### src/rtl/bpdc_pkg.sv
// Shared types, constants and helper functions for the button/pot DC motor controller.
// No dependencies; every other file in rtl/ imports this package.
`timescale 1ns / 1ps
`default_nettype none

package bpdc_pkg;

  // Fixed field widths
  localparam int unsigned ButtonCount     = 4;
  localparam int unsigned PotBits         = 10;
  localparam int unsigned LevelBits       = 4;
  localparam int unsigned DutyBits        = 8;
  localparam int unsigned NowBits         = 32;
  localparam int unsigned LockoutBits     = 16;
  localparam int unsigned TimeBitsDefault = 32;

  // Speed quantization
  localparam int unsigned LevelDivisor = 113;
  localparam int unsigned LevelMax     = 8;
  localparam int unsigned DutyFull     = 255;

  // Reset values
  localparam logic [LockoutBits-1:0] LockoutReset    = 16'd40;
  localparam logic [LevelBits-1:0]   ShownLevelReset = 4'd15;

  // Button positions in button_levels
  localparam int unsigned BtnRun     = 0;
  localparam int unsigned BtnStop    = 1;
  localparam int unsigned BtnForward = 2;
  localparam int unsigned BtnReverse = 3;

  // APB register map: register i at byte address 4*i
  localparam int unsigned ApbDataBits = 32;
  localparam int unsigned CfgAddrBits = 3;
  localparam logic [0:0]  RegLockout  = 1'b0;

  typedef struct packed {
    logic [PotBits-1:0]     pot_sample;
    logic [ButtonCount-1:0] button_levels;
    logic [NowBits-1:0]     now_ms;
  } item_t;

  typedef struct packed {
    logic                 bridge_a;
    logic                 bridge_b;
    logic [DutyBits-1:0]  duty;
    logic [LevelBits-1:0] speed_level;
    logic                 running;
    logic                 forward;
    logic                 display_changed;
  } result_t;

  // pot / 113 capped at 8: count the thresholds reached
  function automatic logic [LevelBits-1:0] pot_to_level(input logic [PotBits-1:0] pot);
    logic [LevelBits-1:0] level;
    level = '0;
    for (int unsigned k = 1; k <= LevelMax; k++) begin
      if (32'(pot) >= k * LevelDivisor) begin
        level = LevelBits'(k);
      end
    end
    return level;
  endfunction

  // level * 255 / 8, truncated
  function automatic logic [DutyBits-1:0] level_to_duty(input logic [LevelBits-1:0] level);
    logic [11:0] prod;
    prod = 12'(level) * 12'(DutyFull);
    return prod[10:3];
  endfunction

endpackage

`default_nettype wire

### src/rtl/bpdc_if.sv
// Valid/ready channel interfaces for control samples and controller results.
// Depends on bpdc_pkg for field widths.
`timescale 1ns / 1ps
`default_nettype none

interface bpdc_sample_if;
  import bpdc_pkg::*;

  logic                   valid;
  logic                   ready;
  logic [PotBits-1:0]     pot_sample;
  logic [ButtonCount-1:0] button_levels;
  logic [NowBits-1:0]     now_ms;

  modport source (output valid, output pot_sample, output button_levels, output now_ms,
                  input ready);
  modport sink   (input valid, input pot_sample, input button_levels, input now_ms,
                  output ready);
endinterface

interface bpdc_result_if;
  import bpdc_pkg::*;

  logic                 valid;
  logic                 ready;
  logic                 bridge_a;
  logic                 bridge_b;
  logic [DutyBits-1:0]  duty;
  logic [LevelBits-1:0] speed_level;
  logic                 running;
  logic                 forward;
  logic                 display_changed;

  modport source (output valid, output bridge_a, output bridge_b, output duty,
                  output speed_level, output running, output forward,
                  output display_changed, input ready);
  modport sink   (input valid, input bridge_a, input bridge_b, input duty,
                  input speed_level, input running, input forward,
                  input display_changed, output ready);
endinterface

`default_nettype wire

### src/rtl/bpdc_cfg.sv
// APB-style register block holding the button lockout time.
// Depends on bpdc_pkg.
`timescale 1ns / 1ps
`default_nettype none

module bpdc_cfg (
  input  wire logic                             clk_i,
  input  wire logic                             rst_ni,
  input  wire logic                             psel,
  input  wire logic                             penable,
  input  wire logic                             pwrite,
  input  wire logic [bpdc_pkg::CfgAddrBits-1:0] paddr,
  input  wire logic [bpdc_pkg::ApbDataBits-1:0] pwdata,
  output logic      [bpdc_pkg::ApbDataBits-1:0] prdata,
  output logic                                  pready,
  output logic      [bpdc_pkg::LockoutBits-1:0] lockout_o
);
  import bpdc_pkg::*;

  logic [LockoutBits-1:0] lockout_q;
  logic                   wr_en;
  logic                   sel_lockout;

  // register index is the word address
  assign sel_lockout = (paddr[CfgAddrBits-1:CfgAddrBits-1] == RegLockout);
  assign wr_en       = psel & penable & pwrite;
  assign pready      = 1'b1;

  always_ff @(posedge clk_i or negedge rst_ni) begin
    if (!rst_ni) begin
      lockout_q <= LockoutReset;
    end else if (wr_en && sel_lockout) begin
      lockout_q <= pwdata[LockoutBits-1:0];
    end
  end

  // read back, unmapped addresses read zero
  assign prdata    = sel_lockout ? ApbDataBits'(lockout_q) : '0;
  assign lockout_o = lockout_q;

endmodule

`default_nettype wire

### src/rtl/bpdc_core.sv
// Per-sample control logic: button edge/lockout filter, run/direction state,
// speed quantization, duty lookup and display-change tracking. Depends on bpdc_pkg.
`timescale 1ns / 1ps
`default_nettype none

module bpdc_core #(
  parameter int unsigned TimeBits = bpdc_pkg::TimeBitsDefault
) (
  input  wire logic                             clk_i,
  input  wire logic                             rst_ni,
  input  wire logic                             fire_i,
  input  wire bpdc_pkg::item_t                  item_i,
  input  wire logic [bpdc_pkg::LockoutBits-1:0] lockout_i,
  output bpdc_pkg::result_t                     result_o
);
  import bpdc_pkg::*;

  // state
  logic [ButtonCount-1:0] latched_q, latched_d;
  logic [TimeBits-1:0]    last_q [ButtonCount];
  logic [TimeBits-1:0]    last_d [ButtonCount];
  logic                   enable_q, enable_d;
  logic                   forward_q, forward_d;
  logic [LevelBits-1:0]   shown_level_q;
  logic                   shown_enable_q, shown_forward_q;

  logic [TimeBits-1:0]    now_t;
  logic [TimeBits-1:0]    lockout_t;
  logic [TimeBits-1:0]    elapsed [ButtonCount];
  logic [ButtonCount-1:0] accept;
  logic [LevelBits-1:0]   level;
  logic                   changed;

  assign now_t     = item_i.now_ms[TimeBits-1:0];
  assign lockout_t = TimeBits'(lockout_i);

  // press filter: rising level after more than the lockout since last press
  always_comb begin
    for (int unsigned b = 0; b < ButtonCount; b++) begin
      elapsed[b]   = now_t - last_q[b];
      accept[b]    = item_i.button_levels[b] && !latched_q[b] && (elapsed[b] > lockout_t);
      latched_d[b] = item_i.button_levels[b] && (latched_q[b] || accept[b]);
      last_d[b]    = accept[b] ? now_t : last_q[b];
    end
  end

  // later button of each pair wins
  always_comb begin
    enable_d = enable_q;
    if (accept[BtnRun])  enable_d = 1'b1;
    if (accept[BtnStop]) enable_d = 1'b0;
    forward_d = forward_q;
    if (accept[BtnForward]) forward_d = 1'b1;
    if (accept[BtnReverse]) forward_d = 1'b0;
  end

  assign level   = pot_to_level(item_i.pot_sample);
  assign changed = (level != shown_level_q) || (enable_d != shown_enable_q) ||
                   (forward_d != shown_forward_q);

  // result fields
  always_comb begin
    result_o.bridge_a        = enable_d & forward_d;
    result_o.bridge_b        = enable_d & ~forward_d;
    result_o.duty            = enable_d ? level_to_duty(level) : '0;
    result_o.speed_level     = level;
    result_o.running         = enable_d;
    result_o.forward         = forward_d;
    result_o.display_changed = changed;
  end

  // state update once per accepted item
  always_ff @(posedge clk_i or negedge rst_ni) begin
    if (!rst_ni) begin
      latched_q       <= '0;
      enable_q        <= 1'b0;
      forward_q       <= 1'b1;
      shown_level_q   <= ShownLevelReset;
      shown_enable_q  <= 1'b1;
      shown_forward_q <= 1'b1;
      for (int unsigned b = 0; b < ButtonCount; b++) begin
        last_q[b] <= '0;
      end
    end else if (fire_i) begin
      latched_q       <= latched_d;
      enable_q        <= enable_d;
      forward_q       <= forward_d;
      shown_level_q   <= level;
      shown_enable_q  <= enable_d;
      shown_forward_q <= forward_d;
      for (int unsigned b = 0; b < ButtonCount; b++) begin
        last_q[b] <= last_d[b];
      end
    end
  end

endmodule

`default_nettype wire

### src/rtl/button_pot_dc_motor_controller_top.sv
// Path: an accepted sample is held in the input register, passes through the core, and
// its result is held in the result register. Throughput: one sample per cycle unless
// out_if.ready stalls the result register; the single-pass core between the two registers
// sets this. While a result waits, the input register takes one more sample, then stalls.
// Reset (rst_ni, async, active low): stopped, forward, lockout 40 ms, press times zero,
// display marked never shown; both pipeline stages empty.
`timescale 1ns / 1ps
`default_nettype none

module button_pot_dc_motor_controller_top #(
  parameter int unsigned TimeBits = bpdc_pkg::TimeBitsDefault
) (
  input  wire logic                             clk_i,
  input  wire logic                             rst_ni,
  bpdc_sample_if.sink                           in_if,
  bpdc_result_if.source                         out_if,
  input  wire logic                             psel,
  input  wire logic                             penable,
  input  wire logic                             pwrite,
  input  wire logic [bpdc_pkg::CfgAddrBits-1:0] paddr,
  input  wire logic [bpdc_pkg::ApbDataBits-1:0] pwdata,
  output logic      [bpdc_pkg::ApbDataBits-1:0] prdata,
  output logic                                  pready
);
  import bpdc_pkg::*;

  logic                   in_valid_q;
  item_t                  item_q;
  logic                   out_valid_q;
  result_t                res_q;
  result_t                res_d;
  logic                   in_ready;
  logic                   advance;
  logic [LockoutBits-1:0] lockout;

  // configuration registers
  bpdc_cfg u_cfg (
    .clk_i,
    .rst_ni,
    .psel,
    .penable,
    .pwrite,
    .paddr,
    .pwdata,
    .prdata,
    .pready,
    .lockout_o (lockout)
  );

  // pipeline control
  assign advance  = in_valid_q && (!out_valid_q || out_if.ready);
  assign in_ready = !in_valid_q || advance;
  assign in_if.ready = in_ready;

  // input register
  always_ff @(posedge clk_i or negedge rst_ni) begin
    if (!rst_ni) begin
      in_valid_q <= 1'b0;
    end else if (in_ready) begin
      in_valid_q <= in_if.valid;
    end
  end

  always_ff @(posedge clk_i) begin
    if (in_if.valid && in_ready) begin
      item_q.pot_sample    <= in_if.pot_sample;
      item_q.button_levels <= in_if.button_levels;
      item_q.now_ms        <= in_if.now_ms;
    end
  end

  // control core
  bpdc_core #(
    .TimeBits (TimeBits)
  ) u_core (
    .clk_i,
    .rst_ni,
    .fire_i    (advance),
    .item_i    (item_q),
    .lockout_i (lockout),
    .result_o  (res_d)
  );

  // result register
  always_ff @(posedge clk_i or negedge rst_ni) begin
    if (!rst_ni) begin
      out_valid_q <= 1'b0;
    end else if (!out_valid_q || out_if.ready) begin
      out_valid_q <= in_valid_q;
    end
  end

  always_ff @(posedge clk_i) begin
    if (advance) begin
      res_q <= res_d;
    end
  end

  assign out_if.valid           = out_valid_q;
  assign out_if.bridge_a        = res_q.bridge_a;
  assign out_if.bridge_b        = res_q.bridge_b;
  assign out_if.duty            = res_q.duty;
  assign out_if.speed_level     = res_q.speed_level;
  assign out_if.running         = res_q.running;
  assign out_if.forward         = res_q.forward;
  assign out_if.display_changed = res_q.display_changed;

  // checks
  a_advance_fills_out: assert property (@(posedge clk_i) disable iff (!rst_ni)
    advance |=> out_valid_q)
    else $error("result register not loaded after item advanced");

  a_item_held: assert property (@(posedge clk_i) disable iff (!rst_ni)
    (in_valid_q && !advance) |=> in_valid_q)
    else $error("waiting item dropped from input register");

  a_bridge_exclusive: assert property (@(posedge clk_i) disable iff (!rst_ni)
    out_valid_q |-> !(res_q.bridge_a && res_q.bridge_b))
    else $error("both bridge legs driven");

  a_duty_stopped: assert property (@(posedge clk_i) disable iff (!rst_ni)
    (out_valid_q && !res_q.running) |-> (res_q.duty == '0))
    else $error("nonzero duty while stopped");

  a_level_range: assert property (@(posedge clk_i) disable iff (!rst_ni)
    out_valid_q |-> (res_q.speed_level <= LevelBits'(LevelMax)))
    else $error("speed level out of range");

endmodule

`default_nettype wire

### src/flat_wrapper.sv
// flat-port wrapper written by rule: the top's interface ports become plain ports
module button_pot_dc_motor_controller_top_flat import bpdc_pkg::*;
#(
  parameter int unsigned TimeBits = bpdc_pkg::TimeBitsDefault
)
  (clk_i, rst_ni, psel, penable, pwrite, paddr, pwdata, prdata, pready, in_if_valid, in_if_pot_sample, in_if_button_levels, in_if_now_ms, in_if_ready, out_if_valid, out_if_bridge_a, out_if_bridge_b, out_if_duty, out_if_speed_level, out_if_running, out_if_forward, out_if_display_changed, out_if_ready);
  bpdc_sample_if in_if_i ();
  bpdc_result_if out_if_i ();
  input  wire logic clk_i;
  input  wire logic rst_ni;
  input  wire logic psel;
  input  wire logic penable;
  input  wire logic pwrite;
  input  wire logic [bpdc_pkg::CfgAddrBits-1:0] paddr;
  input  wire logic [bpdc_pkg::ApbDataBits-1:0] pwdata;
  output logic      [bpdc_pkg::ApbDataBits-1:0] prdata;
  output logic pready;
  input wire logic [$bits(in_if_i.valid)-1:0] in_if_valid;
  input wire logic [$bits(in_if_i.pot_sample)-1:0] in_if_pot_sample;
  input wire logic [$bits(in_if_i.button_levels)-1:0] in_if_button_levels;
  input wire logic [$bits(in_if_i.now_ms)-1:0] in_if_now_ms;
  output wire logic [$bits(in_if_i.ready)-1:0] in_if_ready;
  output wire logic [$bits(out_if_i.valid)-1:0] out_if_valid;
  output wire logic [$bits(out_if_i.bridge_a)-1:0] out_if_bridge_a;
  output wire logic [$bits(out_if_i.bridge_b)-1:0] out_if_bridge_b;
  output wire logic [$bits(out_if_i.duty)-1:0] out_if_duty;
  output wire logic [$bits(out_if_i.speed_level)-1:0] out_if_speed_level;
  output wire logic [$bits(out_if_i.running)-1:0] out_if_running;
  output wire logic [$bits(out_if_i.forward)-1:0] out_if_forward;
  output wire logic [$bits(out_if_i.display_changed)-1:0] out_if_display_changed;
  input wire logic [$bits(out_if_i.ready)-1:0] out_if_ready;
  assign in_if_i.valid = in_if_valid;
  assign in_if_i.pot_sample = in_if_pot_sample;
  assign in_if_i.button_levels = in_if_button_levels;
  assign in_if_i.now_ms = in_if_now_ms;
  assign in_if_ready = in_if_i.ready;
  assign out_if_valid = out_if_i.valid;
  assign out_if_bridge_a = out_if_i.bridge_a;
  assign out_if_bridge_b = out_if_i.bridge_b;
  assign out_if_duty = out_if_i.duty;
  assign out_if_speed_level = out_if_i.speed_level;
  assign out_if_running = out_if_i.running;
  assign out_if_forward = out_if_i.forward;
  assign out_if_display_changed = out_if_i.display_changed;
  assign out_if_i.ready = out_if_ready;
  button_pot_dc_motor_controller_top #(.TimeBits(TimeBits)) u_core (.clk_i(clk_i), .rst_ni(rst_ni), .in_if(in_if_i), .out_if(out_if_i), .psel(psel), .penable(penable), .pwrite(pwrite), .paddr(paddr), .pwdata(pwdata), .prdata(prdata), .pready(pready));
endmodule
### config.mk
export PLATFORM = sky130hd
export DESIGN_NAME = button_pot_dc_motor_controller_top_flat
export DESIGN_NICKNAME = d
export VERILOG_FILES = /design/src/rtl/bpdc_pkg.sv /design/src/rtl/bpdc_if.sv /design/src/rtl/bpdc_cfg.sv /design/src/rtl/bpdc_core.sv /design/src/rtl/button_pot_dc_motor_controller_top.sv /design/src/flat_wrapper.sv
export SDC_FILE = /design/constraint.sdc
export NUM_CORES = 1
export LEC_CHECK = 0
export BUFFER_PORTS_ARGS = -buffer_cell sky130_fd_sc_hd__buf_2
export CAP_MARGIN = 10
export CORE_UTILIZATION = 62
export DETAILED_ROUTE_END_ITERATION = 6
export PLACE_DENSITY = 0.93
export SLEW_MARGIN = 30
export SYNTH_ARGS = -nofsm -noshare
export SYNTH_HDL_FRONTEND = slang
export SYNTH_SLANG_ARGS = --single-unit
### constraint.sdc
create_clock -name clk_i -period 5.9 [get_ports clk_i]
set_input_delay 0.885 -clock clk_i [delete_from_list [all_inputs] [get_ports clk_i]]
set_output_delay 0.885 -clock clk_i [all_outputs]
set_load 0.02 [all_outputs]
==> key figures, run 1 <==
Floorplanning
  – Die W: between 150 and 200 µm
  – Die Ht: 173 µm
  – Row cnt: 62
  – Core box area: approximately 29000 µm²
  – Die area: 29800 µm²
  – I/O pin count: 140
  – Initial Utilization: 63.0%

Yosys
  – Mapped Avg Cell Area: 9.05 µm²
  – Yosys warns: 0
  – Seq cells post-synth: 220
  – Number of synthesized flops with an enable pin: 63
  – Mux cell area share after synthesis: between 7 and 8%
  – Post-Synth XOR/XNOR Area: 4.51%
  – Main combinational cell family by area after synthesis: compound AO/OA/AOI/OAI gates
  – Sequential area share after synthesis: 32.3%
  – Post-synth cell types: 92
  – Cell Area, Synth: around 18000 µm²
  – Synth Area in Compound Gates: between 15 and 20%
  – Simple-gate portion of the synthesized area: approximately 15%
  – Synth Area in Adders: about 15%
  – Top_reg_cell synth: dfrtp_1
  – Cells after Synth: approximately 2000
  – Ys async rst share: 71.4%

GRT
  – Gr usage total: a little under a third
  – GRT overflow: 0
  – Vias in the first global route: between 15000 and 20000
  – Largest net degree at the start of global routing: between 60 and 70
  – First-pass GRT wire length: approximately 77000 µm
  – Initial antenna violation count: 0

Final layout
  – Fill count: 2167
  – Final instance area: ~20000 µm²
  – Final Non-Filler Cells: roughly 2500
  – Area Growth Syn to Fin: 10.3%
  – Seq. cell area: 5830 µm²
  – Area occupied by multi-input gates: around 11000 µm²
  – Layout cell share with drive strength beyond 1: between 10% and 20%
  – Ant diodes: 0
  – # nets final: 2413

Clocking
  – CTS Buffer Depth: 3
  – Clock Latency Late Sink: 0.56 ns
  – Htree depth: 1
  – Hold-fix buffer count after cts: 0
  – Clock tree sinks: 220
  – CTS clk-pin slew, worst paths: approximately 0.070 ns
  – CTS Buf Count: 25
  – CTS tree: yes
  – Root buffer cell: clkbuf_16

Timing
  – Rel. slew slack: between 30% and 40%
  – Fmax achieved: 0.178 GHz
  – Fin crit period: 5.62 ns
  – Final hold vios: 0
  – Worst Max-Slew Pin Slew: 0.953 ns
  – Final max-slew violation count: 0
  – Skew final: around 0.023 ns
  – Fin crit share: about 95%
  – PnR worst setup slack: between 0.2 and 0.3 ns
  – Setup Viol. Count Final: 0

Critical path
  – R2R Path End: u_core.out_if.duty[1]$_SDFFCE_PN0P_
  – Worst-path fanout max: 12
  – Critical Path RT: 6.29 ns
  – R2R Setup Slk: roughly 0.28 ns
  – R2R depth: 23
  – CP endpoint kind: flop
  – Worst r2r src: u_core.item_q[0]$_DFFE_PP_
  – Worst setup path class: reg -> reg
  – Critical path data arrival time: approximately 6 ns
  – CP Launch Type: flop

Placed design
  – RD Place Congestion: approximately 0.96
  – Port buffer count: ~100
  – Pre-CTS WS: 0.0584 ns
  – Dpl hpwl: about 37000 µm
  – Area post-placement: 19100 µm²
  – Placed cells: approximately 2500

Power and ir drop
  – Pwr Density: 489 nW/µm²
  – Worst vdd ir: about 0.00036 V
  – Static leakage: a little over 9 nW

Detailed routing
  – DRC: 0
  – Routed length per instance: between 15 and 20 µm
  – Via density: 6.28
  – Routed WL: roughly 50000 µm
  – Drt pass-1 iters: 6
  – ANT nets after route: 0
  – Iteration-0 DRC Markers: between 1000 and 1500
  – Via count: ~16000

Run status
  – Status: finished clean

Job
  – Max_cap viols: 0

Worst hold path
  – Hold WC Path Type: in -> async
through the flow:
| step | TNS, ns | util [%] | power [mW] | hold WS (ns) |
|---|---|---|---|---|
| 4_1_cts | 0 | 69.0 | 9.62 | 0.214 |
| 2_1_floorplan | 0 | - | 6.76 | 0.446 |
| 3_3_place_gp | 0 | 66.4 | 7.84 | 0.454 |
| 3_5_place_dp | 0 | 66.4 | 8.10 | 0.457 |
| 5_1_grt | -0.0159 | 69.5 | 10.5 | 0.244 |
| 6_report | 0 | 69.5 | 9.75 | 0.225 |
cells in the mapped netlist (9+ instances only):
cell / instances / area share [%]
mux2_2: 85 / 5.3
nor3_1: 34 / 0.94
nand4_1: 32 / 1.1
and3_1: 18 / 0.62
xor2_1: 25 / 1.2
o21bai_1: 19 / 0.79
a31oi_1: 12 / 0.42
nor4_1: 17 / 0.59
mux2_4: 20 / 1.7
nor2b_1: 25 / 0.87
dfrtp_1: 149 / 21
xnor2_1: 68 / 3.3
or3_1: 12 / 0.42
a21o_1: 56 / 2.3
o211ai_1: 24 / 1.0
o21ai_0: 122 / 3.4
nor2_1: 116 / 2.4
nand3_1: 40 / 1.1
nand2b_1: 18 / 0.62
a211oi_1: 22 / 0.91
clkbuf_1: 36 / 0.75
ha_1: 198 / 14
inv_1: 173 / 3.6
and2_1: 14 / 0.48
buf_4: 20 / 0.83
a21oi_1: 182 / 5.0
buf_2: 10 / 0.28
mux2i_1: 12 / 0.66
edfxtp_1: 63 / 10
o21a_1: 28 / 1.2
or4_1: 9 / 0.37
nor3b_1: 9 / 0.37
nand2_1: 173 / 3.6
where the power goes:
| part | internal (mW) | total, mW | switching, mW | leakage (nW) |
|---|---|---|---|---|
| logic | 2.55 | 6.02 | 3.47 | 6.30 |
| clock network | 0.801 | 1.45 | 0.649 | 0.356 |
| registers | 2.03 | 2.28 | 0.256 | 2.47 |
metal layers:
layer  vias to the layer above  wire length [µm]  global-route usage, %
met5                         -                 0                      0
met4                         0              1880                   12.1
met3                       139              3750                   4.07
met2                       661             22700                   53.4
met1                      7570             20300                   41.7
li1                       7473                 -                      -
sequential cells by signal, indices dropped and copies added (netlist names):
name	flops
u_core.in_valid_q	1
u_core.item_q	46
u_core.out_if.bridge_a	1
u_core.out_if.bridge_b	1
u_core.out_if.display_changed	1
u_core.out_if.duty	8
u_core.out_if.forward	1
u_core.out_if.running	1
u_core.out_if.speed_level	4
u_core.out_if.valid	1
u_core.u_cfg.lockout_o	16
u_core.u_core.enable_q	1
u_core.u_core.last_q	128
u_core.u_core.latched_q	4
u_core.u_core.shown_enable_q	1
u_core.u_core.shown_forward_q	1
u_core.u_core.shown_level_q	4
critical path, stage by stage, from the launching register on:
cell and delay (ns):
edfxtp_1 0.39, inv_1 0.15, ha_1 0.20, inv_1 0.07, fa_1 0.42, a211o_1 0.33, a211o_1 0.27, a21oi_1 0.20
nor2_1 0.09, nor2_1 0.14, xnor2_1 0.08, ha_1 0.32, nand4_1 0.14, or4_1 0.53, nor2_1 0.21, nor3_1 0.12
nor4b_2 0.31, nand4bb_1 0.18, nor4_4 0.28, nand4_1 0.12, buf_4 0.18, a22oi_2 0.27, buf_4 0.24, nor3b_1 0.20
worst max-delay path by stage:
| stage | to | startpoint | slack (ns) | cells past startpoint |
|---|---|---|---|---|
| 2_1_floorplan | u_core.u_core.last_q[55]$_DFFE_PN0P_ | u_core.item_q[1]$_DFFE_PP_ | 0.84 | 23 |
| 3_3_place_gp | u_core.u_core.last_q[77]$_DFFE_PN0P_ | u_core.item_q[1]$_DFFE_PP_ | 0.23 | 21 |
| 3_5_place_dp | u_core.u_core.last_q[78]$_DFFE_PN0P_ | u_core.item_q[1]$_DFFE_PP_ | 0.06 | 21 |
| 4_1_cts | u_core.u_core.last_q[78]$_DFFE_PN0P_ | u_core.item_q[1]$_DFFE_PP_ | 0.04 | 21 |
| 5_1_grt | u_core.out_if.duty[1]$_SDFFCE_PN0P_ | u_core.item_q[1]$_DFFE_PP_ | -0.02 | 24 |
| 6_report | u_core.out_if.duty[1]$_SDFFCE_PN0P_ | u_core.item_q[0]$_DFFE_PP_ | 0.28 | 23 |
cells in the final DEF, fill, tap and decap left out, drive strengths merged, types with 9 or more instances in the layout:
cell / instances
a211oi: 23
a21o: 56
a21oi: 184
a31oi: 13
and2: 14
and3: 19
buf: 149
clkbuf: 36
conb: 17
dfrtp: 149
edfxtp: 63
ha: 198
inv: 174
mux2: 111
mux2i: 12
nand2: 173
nand2b: 18
nand3: 40
nand4: 32
nor2: 116
nor2b: 25
nor3: 34
nor3b: 9
nor4: 17
o2111ai: 9
o211ai: 25
o21a: 28
o21ai: 130
o21bai: 19
or3: 12
or4: 10
xnor2: 68
xor2: 25
area by class of cell:
cell class | count | share of cell area [%]
Inverter | 174 | 3.27
Multi-Input combinational cell | 1548 | 56.7
Timing Repair Buffer | 150 | 4.65
Clock buffer | 35 | 3.38
Clock inverter | 11 | 0.370
Tap cell | 384 | 2.41
Sequential cell | 220 | 29.2
cell families after synthesis:
group                      count (synthesis)
other                                      2
adders and majority gates                206
buffers and inverters                    245
xor gates and xnor gates                  93
muxes                                    123
AOI/OAI and AO/OA                        560
DFF                                      220
and+or+nand+nor                          548
repair_timing:
item	in CTS	in global routing
setup buffers	0	7
resized for setup	0	11
setup endpoints to repair	0	78
Power figures use the tool's default switching activity.
==> run 2: changes to the inputs <==
--- a/config.mk
+++ b/config.mk
@@ -7,6 +7,7 @@
 export LEC_CHECK = 0
 export BUFFER_PORTS_ARGS = -buffer_cell sky130_fd_sc_hd__buf_2
 export CAP_MARGIN = 10
+export CORE_ASPECT_RATIO = 1.5
 export CORE_UTILIZATION = 62
 export DETAILED_ROUTE_END_ITERATION = 6
 export PLACE_DENSITY = 0.93
==> run 2 against run 1 <==
Against the previous run:
- the run now ends with DRC left
- power up 0.50%
- combinational power about the same
- routed wire length up 5.2%
- sequential power about the same
- first-iteration DRC count down 0.88%
- clock-buffer cell count down 5
- highest routed layer is now met5
- largest cell class unchanged
- clock skew down 0.0041 ns
==> key figures, run 2 (synthesis gave the netlist of run 1 again) <==
Run status
  – Status: finished with violations
  – Failing checks: DRC

Critical path
  – Top delay family on crit path: compound AO/OA/AOI/OAI gates
  – R2R Path End: u_core.u_core.last_q[42]$_DFFE_PN0P_
  – CP Launch Type: flop
  – R2R Setup Slk: between 0.07 and 0.08 ns
  – CP endpoint kind: flop
  – CP max-delay cell: edfxtp_1
  – Worst-path fanout max: 17
  – Worst path bufs/invs: 1
  – Crit. Startpoint: u_core.item_q[3]$_DFFE_PP_
  – Worst setup path class: reg -> reg
  – Slowest stage delay, CP: approximately 0.58 ns
  – Worst r2r src: u_core.item_q[3]$_DFFE_PP_
  – Critical Path RT: around 6.3 ns
  – CP cell instances: ha_1, a21o_1, nand2_1, a21oi_1, nor2_1, o21ai_0, a21o_1, a21oi_1, o21bai_1, a21oi_1, xnor2_1, ha_1, nand4_1, nor3_1, a2111o_1, a221oi_2, o221ai_1, nor4_1, nand4b_1, and3b_2, nand2_4, buf_12, mux2_2
  – Critical path data arrival time: ~6.2 ns
  – CP most frequent cell: a21oi_1
  – R2R depth: 23

Final layout
  – Final Non-Filler Cells: 2514
  – Most common cell after layout, fill and taps aside: ha_1
  – Layout cell share with drive strength beyond 1: 15.2%
  – Max reg flops: 128
  – Area Growth Syn to Fin: 10.0%
  – Most flops, register: u_core.u_core.last_q
  – Most frequent cells in the layout: 198 x ha_1, 182 x a21oi_1, 172 x inv_1, 172 x nand2_1, 149 x dfrtp_1
  – # nets final: between 2000 and 2500
  – Final instance area: 19900 µm²
  – Ant diodes: 0

Floorplanning
  – Core box area: between 20000 and 30000 µm²
  – Die Ht: 211 µm
  – Row cnt: between 70 and 80
  – Initial Utilization: a little over three fifths
  – I/O pin count: 140
  – Die area: 29900 µm²
  – Die W: 141 µm

Detailed routing
  – Routed length per instance: 20.3 µm
  – Drt pass-1 iters: 7
  – DRC: 2
  – Routed WL: between 50000 and 60000 µm
  – Via count: 16000
  – Via density: around 6.4
  – Iteration-0 DRC Markers: around 1200
  – ANT nets after route: 0

Clocking
  – Htree depth: 1
  – Clock tree sinks: 220
  – Root buffer cell: clkbuf_16
  – Hold-fix buffer count after cts: 0
  – Clock Latency Late Sink: between 0.5 and 0.6 ns
  – CTS tree: yes
  – CTS Buf Count: 23
  – CTS Buffer Depth: 3
  – CTS clk-pin slew, worst paths: approximately 0.06 ns

Job
  – Max_cap viols: 0

GRT
  – First-pass GRT wire length: between 70000 and 80000 µm
  – Largest net degree at the start of global routing: between 100 and 150
  – Vias in the first global route: roughly 16000
  – Initial antenna violation count: 3
  – Gr usage total: approximately 34%
  – GRT overflow: 0

Power and ir drop
  – Pwr Density: between 400 and 500 nW/µm²
  – Static leakage: slightly above 9 nW
  – Worst vdd ir: about 0.00032 V

Placed design
  – Port buffer count: 104
  – Area post-placement: ~19000 µm²
  – Placed cells: ~2500
  – Dpl hpwl: approximately 37000 µm
  – RD Place Congestion: 0.964
  – Pre-CTS WS: between 0.07 and 0.08 ns

Timing
  – Fin crit share: a little over nine tenths
  – PnR worst setup slack: 0.0773 ns
  – Fin crit period: ~5.8 ns
  – Skew final: about 0.018 ns
  – Fmax achieved: ~0.17 GHz
  – Worst Max-Slew Pin Slew: between 0.8 and 0.9 ns
  – Setup Viol. Count Final: 0
  – Rel. slew slack: 41.5%
  – Final max-slew violation count: 0
  – Final hold vios: 0

Worst hold path
  – Hold WC Path Type: in -> async
## run 2: what timing repair did
item                       4_1_cts  5_1_grt
setup buffers                    0        8
setup endpoints to repair        0      112
resized for setup                0       14
hold endpoints to repair         0        0
## run 2: worst max path at each step
stage,depth (start not counted),slack [ns],end
floorplan,23,0.84,u_core.u_core.last_q[55]$_DFFE_PN0P_
global placement,23,0.22,u_core.u_core.last_q[78]$_DFFE_PN0P_
detailed placement,23,0.07,u_core.u_core.last_q[68]$_DFFE_PN0P_
CTS,23,0.05,u_core.u_core.last_q[68]$_DFFE_PN0P_
global route,23,-0.05,u_core.u_core.last_q[55]$_DFFE_PN0P_
finish,23,0.08,u_core.u_core.last_q[42]$_DFFE_PN0P_
## run 2: report_power, final
group / internal (mW) / leakage, nW / switching, mW
registers: 2.03 / 2.47 / 0.264
clock network: 0.825 / 0.359 / 0.646
logic: 2.53 / 6.27 / 3.51
## run 2: metal layers
layer	up-vias	GRT usage, %	routed length [µm]
met5	-	0	34
met4	6	26.7	4470
li1	7440	-	-
met2	784	58.4	24200
met1	7482	36.3	18600
met3	264	7.05	3890
## run 2: layout make-up
cell class	instances	area, µm²
Clock inverter	12	126
Clock buffer	30	612
Timing Repair Buffer	141	880
Multi-Input combinational cell	1547	11300
Inverter	174	656
Sequential cell	220	5830
Fill cell	2150	8840
Tap cell	390	488
## run 2: metrics by stage
stage | total power, mW | utilization [%] | TNS, ns | hold WS, ns
2_1_floorplan | 6.76 | - | 0 | 0.446
3_3_place_gp | 7.81 | 66.1 | 0 | 0.453
3_5_place_dp | 8.09 | 66.1 | 0 | 0.464
4_1_cts | 9.62 | 68.7 | 0 | 0.475
5_1_grt | 10.5 | 69.2 | -1.05 | 0.465
6_report | 9.80 | 69.2 | 0 | 0.400
==> run 3: changes to the inputs <==
--- a/config.mk
+++ b/config.mk
@@ -11,6 +11,7 @@
 export CORE_UTILIZATION = 62
 export DETAILED_ROUTE_END_ITERATION = 6
 export PLACE_DENSITY = 0.93
+export REMOVE_ABC_BUFFERS = 1
 export SLEW_MARGIN = 30
 export SYNTH_ARGS = -nofsm -noshare
 export SYNTH_HDL_FRONTEND = slang
==> run 3 against run 2 <==
Against the previous run:
- the flow now finishes without violations
- die area did not move
- power rose by 0.99%
- routed wire length rose by 0.92%
- utilization barely moved
- largest power group unchanged
- cell count barely moved
- hold slack got worse by 0.055 ns
- non-clock buffer count fell by 3
==> key figures, run 3 (synthesis gave the netlist of run 1 again) <==
GRT
  – Gr usage total: a little over a third
  – Vias in the first global route: around 16000
  – First-pass GRT wire length: between 80000 and 90000 µm
  – Largest net degree at the start of global routing: 70
  – Initial antenna violation count: 4
  – GRT overflow: 0

Final layout
  – Final Non-Filler Cells: between 2000 and 3000
  – Most common cell after layout, fill and taps aside: ha_1
  – # nets final: ~2400
  – Fill count: about 2100
  – Layout cell share with drive strength beyond 1: 15.0%
  – Area Growth Syn to Fin: 10.0%
  – Max reg flops: 128
  – Most flops, register: u_core.u_core.last_q
  – Most frequent cells in the layout: 198 x ha_1, 181 x a21oi_1, 173 x inv_1

Critical path
  – Worst r2r src: u_core.item_q[0]$_DFFE_PP_
  – Critical Path Stages: 25
  – Worst-path fanout max: 16
  – CP endpoint kind: flop
  – Critical Path RT: ~6.3 ns
  – Slowest stage delay, CP: ~0.45 ns
  – Critical path data arrival time: about 6.1 ns
  – Top delay family on crit path: compound AO/OA/AOI/OAI gates
  – CP Launch Type: flop
  – Worst path bufs/invs: 3
  – CP max-delay cell: fa_1
  – R2R Setup Slk: 0.18 ns
  – R2R depth: 25
  – Worst setup path class: reg -> reg
  – R2R Path End: u_core.u_core.last_q[37]$_DFFE_PN0P_

Clocking
  – Htree depth: 1
  – Clock Latency Late Sink: 0.54 ns
  – Hold-fix buffer count after cts: 0
  – Clock tree sinks: 220
  – CTS clk-pin slew, worst paths: around 0.07 ns
  – CTS tree: yes
  – Root buffer cell: clkbuf_16
  – CTS Buf Count: 23
  – CTS Buffer Depth: 3

Detailed routing
  – Routed length per instance: 20.5 µm
  – Drt pass-1 iters: 7
  – Via density: 6.37
  – ANT nets after route: 0
  – Routed WL: 51600 µm
  – Via count: ~16000
  – DRC: 0
  – Iteration-0 DRC Markers: 1338

Floorplanning
  – Die Ht: about 210 µm
  – Die area: roughly 30000 µm²
  – Row cnt: 76
  – Die W: ~140 µm
  – I/O pin count: 140
  – Initial Utilization: a little over three fifths
  – Core box area: around 29000 µm²

Timing
  – Final max-slew violation count: 0
  – Final hold vios: 0
  – Setup Viol. Count Final: 0
  – Fin crit share: 97.0%
  – Total negative slack: 0 ns
  – Fin crit period: around 5.7 ns
  – Worst Max-Slew Pin Slew: between 0.8 and 0.9 ns
  – PnR worst setup slack: 0.180 ns
  – Skew final: between 0.01 and 0.015 ns
  – Rel. slew slack: 42.5%
  – Fmax achieved: approximately 0.17 GHz

Placed design
  – Pre-CTS WS: about 0.15 ns
  – Placed cells: 2463
  – Port buffer count: roughly 100
  – Dpl hpwl: roughly 38000 µm
  – RD Place Congestion: around 0.96

Power and ir drop
  – Worst vdd ir: 0.000340 V
  – Static leakage: between 9 and 10 nW
  – Pwr Density: 498 nW/µm²
  – Pwr Total: just under 10 mW

Worst hold path
  – Hold WC Path Type: in -> async

Run status
  – Status: finished clean

Job
  – Max_cap viols: 0
==> run 3: cell types whose count changed in the layout (fill, tap and decap cells not counted), moves of 2 or more <==
cell       delta
buf_4         -2
clkbuf_1      -4
bufinv_16     +2
clkinv_1      +3
diode_2       +2
==> run 3: final cells by class <==
type / instances / area (µm²) / area share, %
timing repair buffer: 138 / 850 / 4.27
sequential: 220 / 5830 / 29.3
clock inverter: 15 / 184 / 0.925
inverter: 174 / 653 / 3.28
tap: 390 / 488 / 2.45
multi-input combinational: 1547 / 11300 / 56.7
clock buffer: 26 / 597 / 3.00
antenna: 2 / 5.00 / 0.0252
==> run 3: routing by layer <==
| layer | vias up | GRT usage (%) | wire (µm) |
|---|---|---|---|
| met3 | 289 | 7.89 | 4160 |
| met4 | 4 | 26.9 | 4400 |
| met5 | - | 0 | 26 |
| li1 | 7430 | - | - |
| met2 | 798 | 59.2 | 24400 |
| met1 | 7486 | 38.0 | 18700 |
==> run 3: power by group <==
part	switching [mW]	internal (mW)
Clock	0.643	0.903
Combinational	3.53	2.54
Sequential	0.257	2.03
Total	4.43	5.47
==> run 3: how the worst max path moves through the flow <==
stage / from / end / slack, ns
floorplan: u_core.item_q[1]$_DFFE_PP_ / u_core.u_core.last_q[32]$_DFFE_PN0P_ / 0.41
global placement: u_core.item_q[0]$_DFFE_PP_ / u_core.u_core.last_q[38]$_DFFE_PN0P_ / 0.38
finish: u_core.item_q[0]$_DFFE_PP_ / u_core.u_core.last_q[37]$_DFFE_PN0P_ / 0.18
global route: u_core.item_q[0]$_DFFE_PP_ / u_core.u_core.last_q[61]$_DFFE_PN0P_ / -0.01
CTS: u_core.item_q[1]$_DFFE_PP_ / u_core.u_core.last_q[45]$_DFFE_PN0P_ / 0.09
detailed placement: u_core.item_q[0]$_DFFE_PP_ / u_core.u_core.last_q[45]$_DFFE_PN0P_ / 0.15
==> run 3: worst register-to-register path: stages (launching register included) <==
cell       delay (ns)
edfxtp_1         0.42
inv_1            0.11
ha_1             0.17
inv_1            0.06
fa_1             0.45
a211oi_2         0.31
o21a_1           0.22
o21ai_1          0.14
nand2b_1         0.11
nand2_1          0.08
a21o_1           0.20
a21oi_1          0.18
xnor2_1          0.14
ha_1             0.28
a21oi_1          0.17
nand2_1          0.08
a21o_1           0.19
a2111o_1         0.39
a221oi_2         0.29
o221ai_1         0.21
nor4_2           0.18
nand4b_1         0.20
and3b_2          0.29
nand2_2          0.15
clkbuf_16        0.23
mux2_2           0.36
==> run 3: repair_timing <==
item | 4_1_cts | 5_1_grt
gates resized for setup | 0 | 9
buffers inserted | 0 | 5
setup endpoints to repair | 0 | 81
==> run 3: stage by stage <==
step / instance area (µm²) / utilization [%] / hold WS [ns]
floorplan: 17700 / - / 0.446
global placement: 19000 / 66.2 / 0.453
detailed placement: 19000 / 66.2 / 0.463
CTS: 19800 / 68.9 / 0.368
global route: 19900 / 69.2 / 0.394
finish: 19900 / 69.2 / 0.345
